## src/rtl/oqc_pkg.sv

```systemverilog
`timescale 1ns / 1ps

package oqc_pkg;

	localparam int CAPACITY   = 1024;
	localparam int ADDR_W     = $clog2(CAPACITY);
	localparam int CNT_W      = $clog2(CAPACITY + 1);
	localparam int ID_W       = 32;
	localparam int WORD_W     = ID_W + 1;
	localparam int OP_W       = 2;
	localparam int STAT_W     = 2;
	localparam int OUT_DATA_W = ((ID_W + CNT_W + 7) / 8) * 8;
	localparam int OUT_PAD_W  = OUT_DATA_W - ID_W - CNT_W;

	typedef enum logic [OP_W-1:0] {
		OP_APPEND = 2'd0,
		OP_REMOVE = 2'd1,
		OP_POP    = 2'd2,
		OP_NOP    = 2'd3
	} opcode_t;

	typedef enum logic [STAT_W-1:0] {
		ST_OK        = 2'd0,
		ST_FULL      = 2'd1,
		ST_NOT_FOUND = 2'd2,
		ST_EMPTY     = 2'd3
	} status_t;

	typedef enum logic [2:0] {
		S_IDLE,
		S_POP_DAT,
		S_SCAN,
		S_RECL,
		S_RESP
	} state_t;

	typedef struct packed {
		status_t           status;
		logic [ID_W-1:0]   out_id;
		logic [CNT_W-1:0]  entries_left;
	} result_t;

	function automatic logic [ADDR_W-1:0] slot_inc(input logic [ADDR_W-1:0] s);
		logic [ADDR_W-1:0] r;
		if (s == ADDR_W'(CAPACITY - 1)) begin
			r = '0;
		end else begin
			r = s + 1'b1;
		end
		return r;
	endfunction

endpackage

```

## src/rtl/oqc_ctrl.sv

```systemverilog
`timescale 1ns / 1ps

module oqc_ctrl
	import oqc_pkg::*;
(
	input  logic              clk,
	input  logic              arst_n,
	input  logic              in_valid,
	output logic              in_ready,
	input  opcode_t           in_op,
	input  logic [ID_W-1:0]   in_id,
	output logic              res_valid,
	input  logic              res_ready,
	output result_t           res,
	output logic [ADDR_W-1:0] rd_addr,
	input  logic [WORD_W-1:0] rd_data,
	output logic              wr_en,
	output logic [ADDR_W-1:0] wr_addr,
	output logic [WORD_W-1:0] wr_data
);

	state_t            state_q, state_d;
	logic [ADDR_W-1:0] head_q, head_d;
	logic [ADDR_W-1:0] tail_q, tail_d;
	logic [CNT_W-1:0]  used_q, used_d;
	logic [CNT_W-1:0]  live_q, live_d;
	logic [ID_W-1:0]   key_q, key_d;
	logic [ADDR_W-1:0] sp_q, sp_d;
	logic [ADDR_W-1:0] rptr_q, rptr_d;
	logic [CNT_W-1:0]  remain_q, remain_d;
	logic              pend_q, pend_d;
	status_t           status_q, status_d;
	logic [ID_W-1:0]   popped_q, popped_d;
	logic              rd_live;
	logic [ID_W-1:0]   rd_id;

	assign rd_live = rd_data[WORD_W-1];
	assign rd_id   = rd_data[ID_W-1:0];

	always_ff @(posedge clk or negedge arst_n) begin
		if (!arst_n) begin
			state_q <= S_IDLE;
			head_q  <= '0;
			tail_q  <= '0;
			used_q  <= '0;
			live_q  <= '0;
			pend_q  <= 1'b0;
		end else begin
			state_q <= state_d;
			head_q  <= head_d;
			tail_q  <= tail_d;
			used_q  <= used_d;
			live_q  <= live_d;
			pend_q  <= pend_d;
		end
	end

	always_ff @(posedge clk) begin
		key_q    <= key_d;
		sp_q     <= sp_d;
		rptr_q   <= rptr_d;
		remain_q <= remain_d;
		status_q <= status_d;
		popped_q <= popped_d;
	end

	always_comb begin
		state_d   = state_q;
		head_d    = head_q;
		tail_d    = tail_q;
		used_d    = used_q;
		live_d    = live_q;
		key_d     = key_q;
		sp_d      = sp_q;
		rptr_d    = rptr_q;
		remain_d  = remain_q;
		pend_d    = pend_q;
		status_d  = status_q;
		popped_d  = popped_q;
		rd_addr   = head_q;
		wr_en     = 1'b0;
		wr_addr   = tail_q;
		wr_data   = '0;
		in_ready  = 1'b0;
		res_valid = 1'b0;

		case (state_q)
			S_IDLE: begin
				in_ready = 1'b1;
				if (in_valid) begin
					key_d    = in_id;
					popped_d = '0;
					status_d = ST_OK;
					state_d  = S_RESP;
					case (in_op)
						OP_APPEND: begin
							if (used_q == CNT_W'(CAPACITY)) begin
								status_d = ST_FULL;
							end else begin
								wr_en   = 1'b1;
								wr_addr = tail_q;
								wr_data = {1'b1, in_id};
								tail_d  = slot_inc(tail_q);
								used_d  = used_q + 1'b1;
								live_d  = live_q + 1'b1;
							end
						end
						OP_REMOVE: begin
							if (used_q == '0) begin
								status_d = ST_NOT_FOUND;
							end else begin
								// read of the head slot goes out this cycle
								sp_d     = head_q;
								remain_d = used_q;
								rptr_d   = slot_inc(head_q);
								pend_d   = 1'b1;
								state_d  = S_SCAN;
							end
						end
						OP_POP: begin
							if (live_q == '0) begin
								status_d = ST_EMPTY;
							end else begin
								state_d = S_POP_DAT;
							end
						end
						default: begin
							status_d = ST_OK;
						end
					endcase
				end
			end

			S_POP_DAT: begin
				popped_d = rd_id;
				wr_en    = 1'b1;
				wr_addr  = head_q;
				wr_data  = '0;
				live_d   = live_q - 1'b1;
				head_d   = slot_inc(head_q);
				used_d   = used_q - 1'b1;
				rptr_d   = slot_inc(head_q);
				pend_d   = 1'b0;
				state_d  = S_RECL;
			end

			S_SCAN: begin
				rd_addr = rptr_q;
				rptr_d  = slot_inc(rptr_q);
				pend_d  = 1'b1;
				if (rd_live && (rd_id == key_q)) begin
					wr_en   = 1'b1;
					wr_addr = sp_q;
					wr_data = '0;
					live_d  = live_q - 1'b1;
					if (sp_q == head_q) begin
						// head removed: advance and reclaim the dead slots behind it
						head_d  = slot_inc(head_q);
						used_d  = used_q - 1'b1;
						rptr_d  = slot_inc(head_q);
						pend_d  = 1'b0;
						state_d = S_RECL;
					end else begin
						state_d = S_RESP;
					end
				end else begin
					sp_d     = slot_inc(sp_q);
					remain_d = remain_q - 1'b1;
					if (remain_q == CNT_W'(1)) begin
						status_d = ST_NOT_FOUND;
						state_d  = S_RESP;
					end
				end
			end

			S_RECL: begin
				// read data belongs to the current head slot whenever pend_q is set
				rd_addr = rptr_q;
				rptr_d  = slot_inc(rptr_q);
				pend_d  = 1'b1;
				if (used_q == '0) begin
					tail_d  = head_q;
					state_d = S_RESP;
				end else if (pend_q) begin
					if (rd_live) begin
						state_d = S_RESP;
					end else begin
						head_d = slot_inc(head_q);
						used_d = used_q - 1'b1;
						if (used_q == CNT_W'(1)) begin
							tail_d  = slot_inc(head_q);
							state_d = S_RESP;
						end
					end
				end
			end

			S_RESP: begin
				res_valid = 1'b1;
				if (res_ready) begin
					state_d = S_IDLE;
				end
			end

			default: begin
				state_d = S_IDLE;
			end
		endcase
	end

	assign res.status       = status_q;
	assign res.out_id       = popped_q;
	assign res.entries_left = live_q;

endmodule

```

## config.mk

```make
export PLATFORM = sky130hd
export DESIGN_NAME = oqc_ctrl
export DESIGN_NICKNAME = d
export VERILOG_FILES = /design/src/rtl/oqc_pkg.sv /design/src/rtl/oqc_ctrl.sv
export SDC_FILE = /design/constraint.sdc
export NUM_CORES = 1
export LEC_CHECK = 0
export BUFFER_PORTS_ARGS = -buffer_cell sky130_fd_sc_hd__buf_2
export CELL_PAD_IN_SITES_DETAIL_PLACEMENT = 1
export CELL_PAD_IN_SITES_GLOBAL_PLACEMENT = 1
export CORE_MARGIN = 5
export CORE_UTILIZATION = 25
export DETAILED_ROUTE_END_ITERATION = 16
export PLACE_DENSITY_LB_ADDON = 0.1
export SLEW_MARGIN = 20
export SYNTH_ARGS = -nofsm -noshare
export SYNTH_HDL_FRONTEND = slang
export SYNTH_SLANG_ARGS = --single-unit
```

## constraint.sdc

```tcl
create_clock -name clk -period 9.01 [get_ports clk]
set_clock_uncertainty 0.15 [all_clocks]
set_input_delay 0.901 -clock clk [delete_from_list [all_inputs] [get_ports clk]]
set_output_delay 0.901 -clock clk [all_outputs]
set_load 0.01 [all_outputs]
```

# Word-level counts from Yosys, hierarchy flattened
# Cells that the tools add are included.
[word_totals] word_cells=167 output_inout_bits=101 ff_bits=143
[op_classes] eq_ne=33 n_reduce_logical=22 addsub=9 muxes=91
[op_table] operator="2-to-1 mux 10 bit" n=27
[op_table] operator="2-to-1 mux 11 bit" n=16
[op_table] operator="2-to-1 mux 33 bit" n=4
[op_table] operator="case mux 32 bit (2 select lines)" n=1
[op_table] operator="case mux 10 bit (2 select lines)" n=3
[op_table] operator="case mux 11 bit (4 select lines)" n=1
[op_table] operator="adder 10 x 1 -> 10 bit (second input constant)" n=4
[op_table] operator="== test 10 bit (second input constant)" n=4
[op_table] operator="case mux 10 bit (4 select lines)" n=1
[op_table] operator="2-to-1 mux 3 bit" n=11
[op_table] operator="case mux 11 bit (3 select lines)" n=1
[op_table] operator="subtractor 11 x 1 -> 11 bit (second input constant)" n=3
[op_table] operator="== test 32 bit" n=1
[op_table] operator="2-to-1 mux 32 bit" n=1
[op_table] operator="case mux 10 bit (3 select lines)" n=1
[op_table] operator="adder 11 x 1 -> 11 bit (second input constant)" n=2
[op_table] operator="== test 11 x 1 -> 1 bit (second input constant)" n=2
[op_table] operator="zero test 11 bit" n=2
[op_table] operator="!= test 2 bit (second input constant)" n=11
[op_table] operator="case mux 11 bit (2 select lines)" n=1
[op_table] operator="case mux 3 bit (5 select lines)" n=1
[op_table] operator="AND reduction 5 bit" n=3
[op_table] operator="2-to-1 mux 1 bit" n=12
[op_table] operator="!= test 3 bit (second input constant)" n=4
[op_table] operator="27 further kinds" n=38

# Longest topological paths before layout
# Gate-level depths: netlist of the first run.
[depth] depth_word=7 ltp_mapped=13

# Worst setup path before layout of the first run
# OpenSTA, ideal clock, no wires.
[synth_path] path_type="register -> output" startpoint="register state_q[2]" endpoint="output port wr_data[23]" t_arrival_ps=2749 n_path_buf=2 required_time_ps=7959 path_stages_with_launch=7 setup_slack_ps=5210 cell_sequence="dfrtp_1 > nor3_1 > and2_1 > and3_1 > buf_2 > clkbuf_1 > and2_1"
[synth_via] elab_chain_len=2
[synth_lines] item="start: declaration" line_no="oqc_ctrl.sv:22" source="state_t state_q, state_d;"
[synth_lines] item="start signal: assignment" line_no="oqc_ctrl.sv:49" source="state_q <= state_d;"
[synth_lines] item="zero test 3 bit" line_no="oqc_ctrl.sv:87" source="case (state_q)"
[synth_lines] item="2-to-1 mux 33 bit"
[synth_lines] item="end: declaration" line_no="oqc_ctrl.sv:19" source="output logic [WORD_W-1:0] wr_data"
# No other way between the ends.

# Final worst setup path of the first run
[layout_path] startpoint="input port rd_data[28]" endpoint="output port wr_addr[6]"
[layout_via] elab_chain_len=4
[layout_lines] item="start: declaration" line_no="oqc_ctrl.sv:16" source="input logic [WORD_W-1:0] rd_data,"
[layout_lines] item="== test 32 bit" line_no="oqc_ctrl.sv:151" source="if (rd_live && (rd_id == key_q)) begin"
[layout_lines] item="logical AND 1 bit" line_no="oqc_ctrl.sv:151"
[layout_lines] item="2-to-1 mux 10 bit" line_no="oqc_ctrl.sv:151"
[layout_lines] item="case mux 10 bit (2 select lines)" line_no="oqc_ctrl.sv:87"
[layout_lines] item="end: declaration" line_no="oqc_ctrl.sv:18" source="output logic [ADDR_W-1:0] wr_addr,"
# No other way between the ends.

==> qor.yml, run 1 <==
logic_synthesis:
  syn_avg_cell_area_um2: 10.0
  ys.flop_type: "edfxtp_1"
  async_flop_share: 0.322
  yosys-top-cells-count: "edfxtp_1, nand2_1, nor2_1"
  ys_ff_latch: 143
  yosysSeqAreaShare: 0.479
  ys_top_cells_by_area: "edfxtp_1, dfrtp_1, xor2_1"
  yosys_warnings: 0
  synthCells: 846
  syn_nets: 940
  synth.distinct_cells: 63
  syn-cell-area_um2: 8490
  synth_edf_count: 97
  synth.most_common_cell: "edfxtp_1"
  synth_top_area_frac: 0.343
  synth_top_cell_by_area: "edfxtp_1"
setup_path:
  cp_data_required_time_ps: 7960
  path_class: "input pin to primary output"
  cpPeakStageDelay_ps: 740
  r2r_cells: 13
  path_cells: "buf_2, xor2_1, or4_1, nor2_1, nand4_1, nor2_1, nor2_1, a221o_1, buf_2"
  crit_family: "simple AND/OR/NAND/NOR gates"
  critPathMaxFanout: 12
  cp_num_buf_inv: 2
  r2r_start: "state_q[2]"
  start_kind: "input pin"
  r2r_slack_ps: 4640
  critPathSlowestCell: "nor2_1"
  r2r_end: "live_q[10]"
  cp.arrival_ps: 3940
  cp-end-kind: "primary output"
  critPathMostFrequentCell: "nor2_1"
clock_tree:
  cts.path.max_buffers: 2
  cts_resized: 0
  clkTransAtPathRegs_ps: 60
  cts_made_buffers: 17
  clk_latency_ps: 440
  postCtsSetupBuffers: 0
  root_buffer: "clkbuf_16"
  h-tree-depth: 4
  holdBufCountCts: 0
  clkSinkCount: 143
  cts_tree: "done"
worst_hold_path:
  hold_class: "flip-flop to flip-flop"
  hp-start: "live_q[10]"
  hold_depth: 1
  holdPathEnd: "live_q[10]"
power:
  combPwrFrac: 0.385
  switchingPower_mw: 1.28
  vdd_drop_max_mv: 0.150
  p_per_area_nw_per_um2: 305
  seq_power_share: 0.379
  internal_power_mw: 1.88
  leakagePower_nw: 4.42
  clockPowerShare: 0.236
  p_sw_frac: 0.404
timing:
  holdWs_ps: 374
  slew_headroom: 0.355
  drv_slew: 0
  final.setup.tns_ps: 0
  final.min_clock_period_ps: 4990
  clock.fmax_mhz: 200
  hold_viol_final: 0
  rsz0062_at_grt: "no"
  period_share: 0.554
  tightest_slew_ps: 966
  finalSetupViolations: 0
flow_run:
  max-cap-violations: 0
global_route:
  grt_max_degree: 53
  grt_pass1_wl_um: 44200
  grt-ovfl-total: 0
  grt_antenna_before_repair: 4
  track_usage: 0.151
  grt_pass1_vias: 7369
place:
  dp.cells: 1423
  hpwlAfterDp_um: 21000
  routabilityCongestion: 0.781
  io_buffers: 171
detailed_routing:
  wl_per_cell_um: 19.7
  vias_per_cell: 4.71
  drtPass1Iterations: 4
  drt-initial-drc-count: 294
  routed-via-count: 6855
  drc: 0
  ant_nets: 0
  wirelength_um: 28700
layout:
  nFillCells: 3906
  drive_above_1_share: 0.239
  final_cells: 1455
  syn_to_final_growth_pct: 22.2
  diodes: 0
  finalNetCount: 1088
floorplan:
  die_x_um: 194
  rows: 67
  core_um2: 33500
  io_pins: 172
  start_util: 0.253
  die_area_um2: 37700
  die_y_um: 194
run_status:
  status: "finished clean"
==> cells in the final DEF (no fill, tap or decap), drive strengths merged, types with 10 or more instances in the layout <==
cell and n:
buf 181, edfxtp 97, nand2 81, nor2 58
and3 52, o21ai 52, xor2 51, xnor2 47
dfrtp 46, and2 39, a21oi 28, inv 26
nand3 24, ha 22, clkbuf 19, nor3 15
nor4 15, mux2 14, nand4 12, nand2b 10
==> power groups by stage <==
stage	clock [mW]	combinational, mW	sequential [mW]
6_report	0.747	1.22	1.20
2_1_floorplan	0	0.841	1.13
3_5_place_dp	0	1.24	1.21
3_3_place_gp	0	1.23	1.21
4_1_cts	0.770	1.25	1.20
5_1_grt	0.796	1.37	1.23
==> flip-flops by register name (all words and copies together) (netlist names) <==
signal,count
head_q,10
live_q,11
used_q,11
key_q,32
tail_q,10
remain_q,11
sp_q,10
rptr_q,10
pend_q,1
status_q,2
popped_q,32
state_q,3
==> area by class of cell <==
| class | instances | area [um^2] | share of cell area |
|---|---|---|---|
| well taps | 448 | 561 | 0.0540 |
| inverters | 22 | 82.6 | 0.00796 |
| repair buffers | 181 | 931 | 0.0898 |
| multi-input cells | 629 | 4140 | 0.399 |
| flip-flops and latches | 143 | 4060 | 0.392 |
| clock buffers | 19 | 433 | 0.0417 |
| clock inverters | 13 | 161 | 0.0156 |
==> metal layers <==
| metal | part of all wire | track usage | up-vias |
|---|---|---|---|
| met4 | 0.014 | 0.0393 | 8 |
| met1 | 0.45 | 0.191 | 3296 |
| met2 | 0.46 | 0.245 | 170 |
| met3 | 0.074 | 0.0553 | 31 |
| met5 | 0.0012 | 0 | - |
| li1 | - | - | 3350 |
==> worst register-to-register path, delay by kind of cell (launching register included) <==
kind,cells,cell delay (ps)
compound gates,3,1040
xor+xnor,1,170
fa+ha+maj,1,470
buf+inv,2,520
simple gates,6,1280
flops,1,660
==> per-stage QoR <==
step	total power [mW]	util	cell area [um^2]	worst slack [ps]
after CTS	3.22	0.309	10400	3810
after global routing	3.39	0.309	10400	3820
after global placement	2.44	0.291	9770	4160
after detailed placement	2.45	0.291	9770	4000
after floorplan	1.98	-	8490	5210
final	3.16	0.309	10400	4020
==> cell families (layout without fill, tap and decap cells) <==
family	Yosys count	count (layout)	synth area share
AO/OA/AOI/OAI	142	142	0.108
XOR/XNOR	98	98	0.101
adder cells (fa/ha/maj)	23	23	0.0348
buffers and inverters	74	235	0.0360
flip-flops	143	143	0.479
multiplexers	18	18	0.0233
AND/OR/NAND/NOR	348	348	0.218
==> worst max path at each step <==
stage	startpoint	to	slack (ps)	cells past startpoint
after floorplan	state_q[2]	wr_data[23]	5210	6
after global placement	rd_data[28]	wr_addr[8]	4160	9
after detailed placement	rd_data[28]	wr_addr[1]	4000	9
after CTS	state_q[2]	wr_en	3810	7
after global routing	rd_data[28]	wr_addr[1]	3820	9
final	rd_data[28]	wr_addr[6]	4020	9
Note: power is estimated with default switching activity, not from simulation.
==> run 2, diff against run 1 <==
Settings changed: ABC_AREA from default to 1.
Clock period 9.01 ns to 4.65 ns, I/O delays scaled along.
==> run 2 against run 1 <==
Compared with the run above:
- synthesized cell count is 52% higher
- sequential cell count stayed put
- synthesized area is 11% higher
- clock-buffer cell count is 1 higher
- via count is 30% higher
- largest power group unchanged
- cell area is 10% higher
- final cell count is 36% higher
- highest routed layer unchanged
- hold slack worse by 360 ps
==> qor.yml, run 2 <==
logic_synthesis:
  synthCells: 1288  # +52%
  yosys-top-cells-count: "nand2_1, inv_1, nor2_1"
  syn_avg_cell_area_um2: 7.31  # -27%
  yosys_warnings: 0  # unchanged
  synth.distinct_cells: 47  # -25%
  async_flop_share: 0.322  # unchanged
  synth.most_common_cell: "nand2_1"
  ys_ff_latch: 143  # unchanged
  synth_top_area_frac: 0.309  # -0.0340
  syn_nets: 1382  # +47%
  syn-cell-area_um2: 9420  # +11%
  synth_top_cell_by_area: "edfxtp_1"
  synth_edf_count: 97  # unchanged
  ys.flop_type: "edfxtp_1"
  ys_top_cells_by_area: "edfxtp_1, nand2_1, dfrtp_1"
  yosysSeqAreaShare: 0.431  # -0.0474
global_route:
  grt_pass1_vias: 9349  # +27%
  grt-ovfl-total: 0  # unchanged
  grt_pass1_wl_um: 53900  # +22%
  grt_max_degree: 47  # -11%
  track_usage: 0.168  # +0.0167
  grt_antenna_before_repair: 3  # -1
detailed_routing:
  drtPass1Iterations: 5  # +1
  wl_per_cell_um: 17.3  # -12%
  vias_per_cell: 4.50  # -4.5%
  wirelength_um: 34300  # +19%
  drt-initial-drc-count: 366  # +24%
  routed-via-count: 8899  # +30%
  ant_nets: 0  # unchanged
  drc: 0  # unchanged
power:
  seq_power_share: 0.338  # -0.041
  p_sw_frac: 0.465  # +0.0612
  clockPowerShare: 0.186  # -0.050
  p_per_area_nw_per_um2: 639  # +110%
  internal_power_mw: 3.90  # +110%
  vdd_drop_max_mv: 0.354  # +140%
  combPwrFrac: 0.476  # +0.091
  switchingPower_mw: 3.40  # +170%
  leakagePower_nw: 5.73  # +30%
timing:
  tightest_slew_ps: 971  # +5.11 ps
  clock.fmax_mhz: 283
  setup_ws_ps: 1120  # -2900 ps
  holdWs_ps: 12.6  # -362 ps
  final.min_clock_period_ps: 3530
  finalSetupViolations: 0  # unchanged
  period_share: 0.759
  final.setup.tns_ps: 0  # unchanged
  drv_slew: 0  # unchanged
  slew_headroom: 0.350  # -0.00453
  rsz0062_at_grt: "no"
  hold_viol_final: 0  # unchanged
setup_path:
  path_class: "flip-flop to primary output"
  r2r_slack_ps: 1650  # -2990 ps
  r2r_end: "live_q[10]"
  cp_data_required_time_ps: 4030  # -3930 ps
  critPathMaxFanout: 21  # +9
  cp-end-kind: "primary output"
  cp.arrival_ps: 2910  # -1030 ps
  r2r_cells: 12  # -1
  start_kind: "flip-flop"
  r2r_start: "state_q[2]"
  worstSetupStartpoint: "state_q[2]"
layout:
  reg.largest.list: "key_q (32), popped_q (32)"
  drive_above_1_share: 0.166  # -0.0735
  finalNetCount: 1546  # +42%
  fin_util: 0.305  # -0.00415
  final_common_cell: "nand2_1"
  final_cells: 1977  # +36%
  syn_to_final_growth_pct: 21.1
  mostFrequentLayoutCells: "nand2_1, inv_1, buf_2, nor2_1, edfxtp_1"
clock_tree:
  clk_latency_ps: 450  # about the same
  cts_tree: "done"
  clkSinkCount: 143  # unchanged
  root_buffer: "clkbuf_16"
  cts_resized: 0  # unchanged
  cts_made_buffers: 17  # unchanged
  holdBufCountCts: 0  # unchanged
  h-tree-depth: 4  # unchanged
  cts.path.max_buffers: 2  # unchanged
  postCtsSetupBuffers: 0  # unchanged
  clkTransAtPathRegs_ps: 60  # about the same
flow_run:
  max-cap-violations: 0  # unchanged
worst_hold_path:
  hold_class: "input pin to asynchronous set/reset pin"
place:
  dp.cells: 1944  # +37%
  place_worst_setup_slack_ps: 1550  # -2450 ps
  io_buffers: 171  # unchanged
  hpwlAfterDp_um: 26000  # +24%
  routabilityCongestion: 0.818  # +4.9%
floorplan:
  die_x_um: 204  # +5.1%
  io_pins: 172  # unchanged
  core_um2: 37400  # +12%
  die_area_um2: 41700  # +10%
  rows: 71  # +6.0%
  start_util: 0.252  # -0.00122
  die_y_um: 204  # +5.1%
run_status:
  status: "finished clean"
run 2: changes by cell type after synthesis, moves of 20 or more:
cell | previous run | this run
and2_1 | 38 | 1
and3_1 | 52 | 0
clkbuf_1 | 41 | 18
inv_1 | 22 | 199
nand2_1 | 81 | 367
nand3_1 | 24 | 83
nand4_1 | 12 | 39
nor2_1 | 57 | 161
o21ai_0 | 44 | 64
xnor2_1 | 47 | 17
xor2_1 | 51 | 25
run 2: power by group through the flow:
stage / Combinational [mW] / Sequential, mW / Clock (mW)
2_1_floorplan: 2.33 / 2.39 / 0
3_5_place_dp: 3.54 / 2.48 / 0
5_1_grt: 3.95 / 2.53 / 1.48
3_3_place_gp: 3.51 / 2.48 / 0
6_report: 3.47 / 2.46 / 1.36
4_1_cts: 3.56 / 2.47 / 1.42
run 2: worst max-delay path by stage:
stage | slack, ps | cells past startpoint | end
floorplan | 960 | 3 | popped_q[0]
global placement | 1290 | 14 | remain_q[1]
detailed placement | 1550 | 11 | wr_en
CTS | 1090 | 8 | wr_en
global route | 780 | 8 | wr_en
finish | 1120 | 8 | wr_en
run 2: logic make-up (layout without fill, tap and decap cells):
group,count (synthesis),count (layout),synth area share
AOI/OAI and AO/OA,143,143,0.0859
xor gates and xnor gates,42,42,0.0390
adders and majority gates,23,23,0.0313
buffers and inverters,245,422,0.102
DFF,143,143,0.431
other,0,1,0
and+or+nand+nor,692,692,0.311
run 2: final cells by class:
cell class                      count  area [um^2]
Fill cell                        4682        26000
Multi-Input combinational cell    900         4420
Sequential cell                   143         4060
Timing Repair Buffer              184          953
Inverter                          206          773
Tap cell                          511          639
Clock buffer                       20          437
Clock inverter                     12          119
Antenna cell                        1         2.50
run 2: metal layers:
metal,up-vias,routed length [um],global-route usage,part of all wire
li1,4476,-,-,-
met1,4242,16200,0.223,0.47
met2,142,16200,0.278,0.47
met3,35,1300,0.0368,0.038
met4,4,548,0.0421,0.016
met5,-,34,0,0.00099
run 2: per-stage QoR:
step	cell area [um^2]	power (mW)
4_1_cts	11400	7.44
6_report	11400	7.30
2_1_floorplan	9420	4.72
3_3_place_gp	10800	5.99
5_1_grt	11400	7.96
3_5_place_dp	10900	6.02
run 2: critical path: stages, from the launching register on:
cell     delay (ps)
dfrtp_1         460
nor2_1          230
nand2_1         180
nand2_1         510
o21ai_0         160
nor3_1          150
nand2_1         430
inv_1           190
buf_2           150
==> run 3, diff against run 2 <==
Clock period 4.65 ns to 3.4 ns, I/O delays scaled along.
==> run 3 against run 2 <==
Compared with the run above:
- sequential share of layout area is 1.3 points lower
- combinational power is 39% higher
- hold slack better by 54 ps
- cell area is 3.9% higher
- sequential cell count stayed put
- non-clock buffer count is 47 higher
- first-iteration DRC count is 23% higher
- critical path depth stayed put
- die area stayed put
- sequential power is 37% higher
- register-to-register slack worse by 970 ps
- worst setup slack worse by 870 ps
- largest power group unchanged
==> qor.yml, run 3 (synthesis gave the netlist of run 2 again) <==
run_status:
  status: "finished clean"
setup_path:
  critPathMaxFanout: 19  # -9.5%
  cp.arrival_ps: 2660  # -250 ps
  r2r_slack_ps: 680  # -970 ps
  critPathSlowestCell: "dfrtp_1"
  cp_data_required_time_ps: 2910  # -1120 ps
  cp-end-kind: "primary output"
  r2r_cells: 11  # -1
  path_cells: "nor2_1, nand2_1, buf_4, inv_2, nand2_1, nand2_1, inv_1, buf_2"
  path_class: "flip-flop to primary output"
  start_kind: "flip-flop"
  critPathMostFrequentCell: "nand2_1"
  cpPeakStageDelay_ps: 460  # -50 ps
  r2r_end: "used_q[6]"
  r2r_start: "used_q[0]"
flow_run:
  max-cap-violations: 0  # unchanged
worst_hold_path:
  hold_class: "input pin to flip-flop"
  holdPathEnd: "popped_q[24]"
  hp-start: "rd_data[24]"
  hold_depth: 3
global_route:
  grt_antenna_before_repair: 3  # unchanged
  grt_pass1_vias: 9623  # +2.9%
  grt_pass1_wl_um: 54400  # +0.84%
  track_usage: 0.167  # about the same
  grt-ovfl-total: 0  # unchanged
  grt_max_degree: 35  # -26%
timing:
  period_share: 0.926
  tightest_slew_ps: 785  # -186 ps
  finalSetupViolations: 0  # unchanged
  final.min_clock_period_ps: 3150
  drv_slew: 0  # unchanged
  holdWs_ps: 66.8  # +54.2 ps
  slew_headroom: 0.477  # +0.126
  hold_viol_final: 0  # unchanged
  rsz0062_at_grt: "no"
  final.setup.tns_ps: 0  # unchanged
  clock.fmax_mhz: 318
power:
  leakagePower_nw: 5.94  # +3.6%
  vdd_drop_max_mv: 0.444  # +25%
  p_per_area_nw_per_um2: 850  # +33%
floorplan:
  start_util: 0.252  # unchanged
  io_pins: 172  # unchanged
  die_x_um: 204  # unchanged
  die_y_um: 204  # unchanged
  die_area_um2: 41700  # unchanged
  core_um2: 37400  # unchanged
  rows: 71  # unchanged
detailed_routing:
  wl_per_cell_um: 17.1  # -1.5%
  drtPass1Iterations: 5  # unchanged
  wirelength_um: 34600  # +0.79%
  vias_per_cell: 4.47  # -0.71%
  routed-via-count: 9046  # +1.7%
  drc: 0  # unchanged
  drt-initial-drc-count: 449  # +23%
  ant_nets: 0  # unchanged
clock_tree:
  clkTransAtPathRegs_ps: 70  # about the same
  root_buffer: "clkbuf_16"
  cts_made_buffers: 17  # unchanged
  h-tree-depth: 4  # unchanged
  cts_tree: "done"
  cts.path.max_buffers: 2  # unchanged
  clk_latency_ps: 450  # about the same
  clkSinkCount: 143  # unchanged
  postCtsSetupBuffers: 0  # unchanged
layout:
  syn_to_final_growth_pct: 25.9
  nFillCells: 4628  # -1.2%
  final_cells: 2024  # +2.4%
  drive_above_1_share: 0.175  # +0.00873
  final_common_cell: "nand2_1"
  finalNetCount: 1593  # +3.0%
  reg.largest.list: "key_q (32), popped_q (32)"
  mostFrequentLayoutCells: "nand2_1, inv_1, buf_2, nor2_1, edfxtp_1"
place:
  routabilityCongestion: 0.805  # -1.6%
  io_buffers: 171  # unchanged
  dp.cells: 1958  # +0.72%
  hpwlAfterDp_um: 26600  # +2.3%
## run 3: cell types whose count changed in the layout (fill, tap and decap cells not counted), sizes merged
cell	previous run	this run
clkinv	7	4
bufinv	2	1
dlygate4sd3	0	33
buf	184	198
inv	207	211
clkbuf	20	18
clkinvlp	2	4
## run 3: worst max-delay path, delay by kind of cell, from the launching register on
kind	cells	cell delay [ps]
buffers and inverters	4	770
AND/OR/NAND/NOR	4	970
flip-flops	1	460
## run 3: final cells by class
cell class / instances / area, um^2 / area share
clock buffers: 18 / 439 / 0.0370
diodes: 1 / 2.50 / 0.000211
well taps: 511 / 639 / 0.0539
flip-flops and latches: 143 / 4060 / 0.343
multi-input cells: 900 / 4420 / 0.373
clock inverters: 14 / 130 / 0.0110
inverters: 206 / 773 / 0.0652
repair buffers: 231 / 1390 / 0.117
## run 3: how the worst max path moves through the flow
stage / startpoint / end
5_1_grt: state_q[2] / wr_en
4_1_cts: state_q[2] / wr_addr[9]
6_report: state_q[2] / wr_en
3_5_place_dp: state_q[2] / wr_addr[9]
2_1_floorplan: state_q[2] / wr_data[23]
3_3_place_gp: used_q[0] / used_q[7]
## run 3: report_power, final
part           total, mW  leakage (nW)  internal [mW]  switching [mW]
combinational       4.84          4.15           1.64            3.20
clock               1.88         0.268           1.03           0.843
sequential          3.37          1.52           2.72           0.647
## run 3: layer usage
layer / routed length [um] / vias to the layer above / track usage
met5: 21 / - / 0
met3: 1140 / 30 / 0.0349
met1: 16300 / 4331 / 0.219
met4: 472 / 4 / 0.0397
li1: - / 4576 / -
met2: 16600 / 105 / 0.285
## run 3: stage by stage
stage                     instance area [um^2]  total power [mW]  worst slack (ps)   util
final                                    11900              10.1               251  0.317
after global routing                     11900              11.0              23.6  0.317
after global placement                   11000              8.25               683  0.293
after detailed placement                 11000              8.30               611  0.293
after CTS                                11900              10.3               102  0.317
after floorplan                           9420              6.45               491      -
## run 3: repair_timing
action | in CTS | in global routing
resized for setup | 0 | 2
hold buffers | 33 | 0
hold endpoints to repair | 60 | 0
endpoints found under the setup margin | 0 | 11
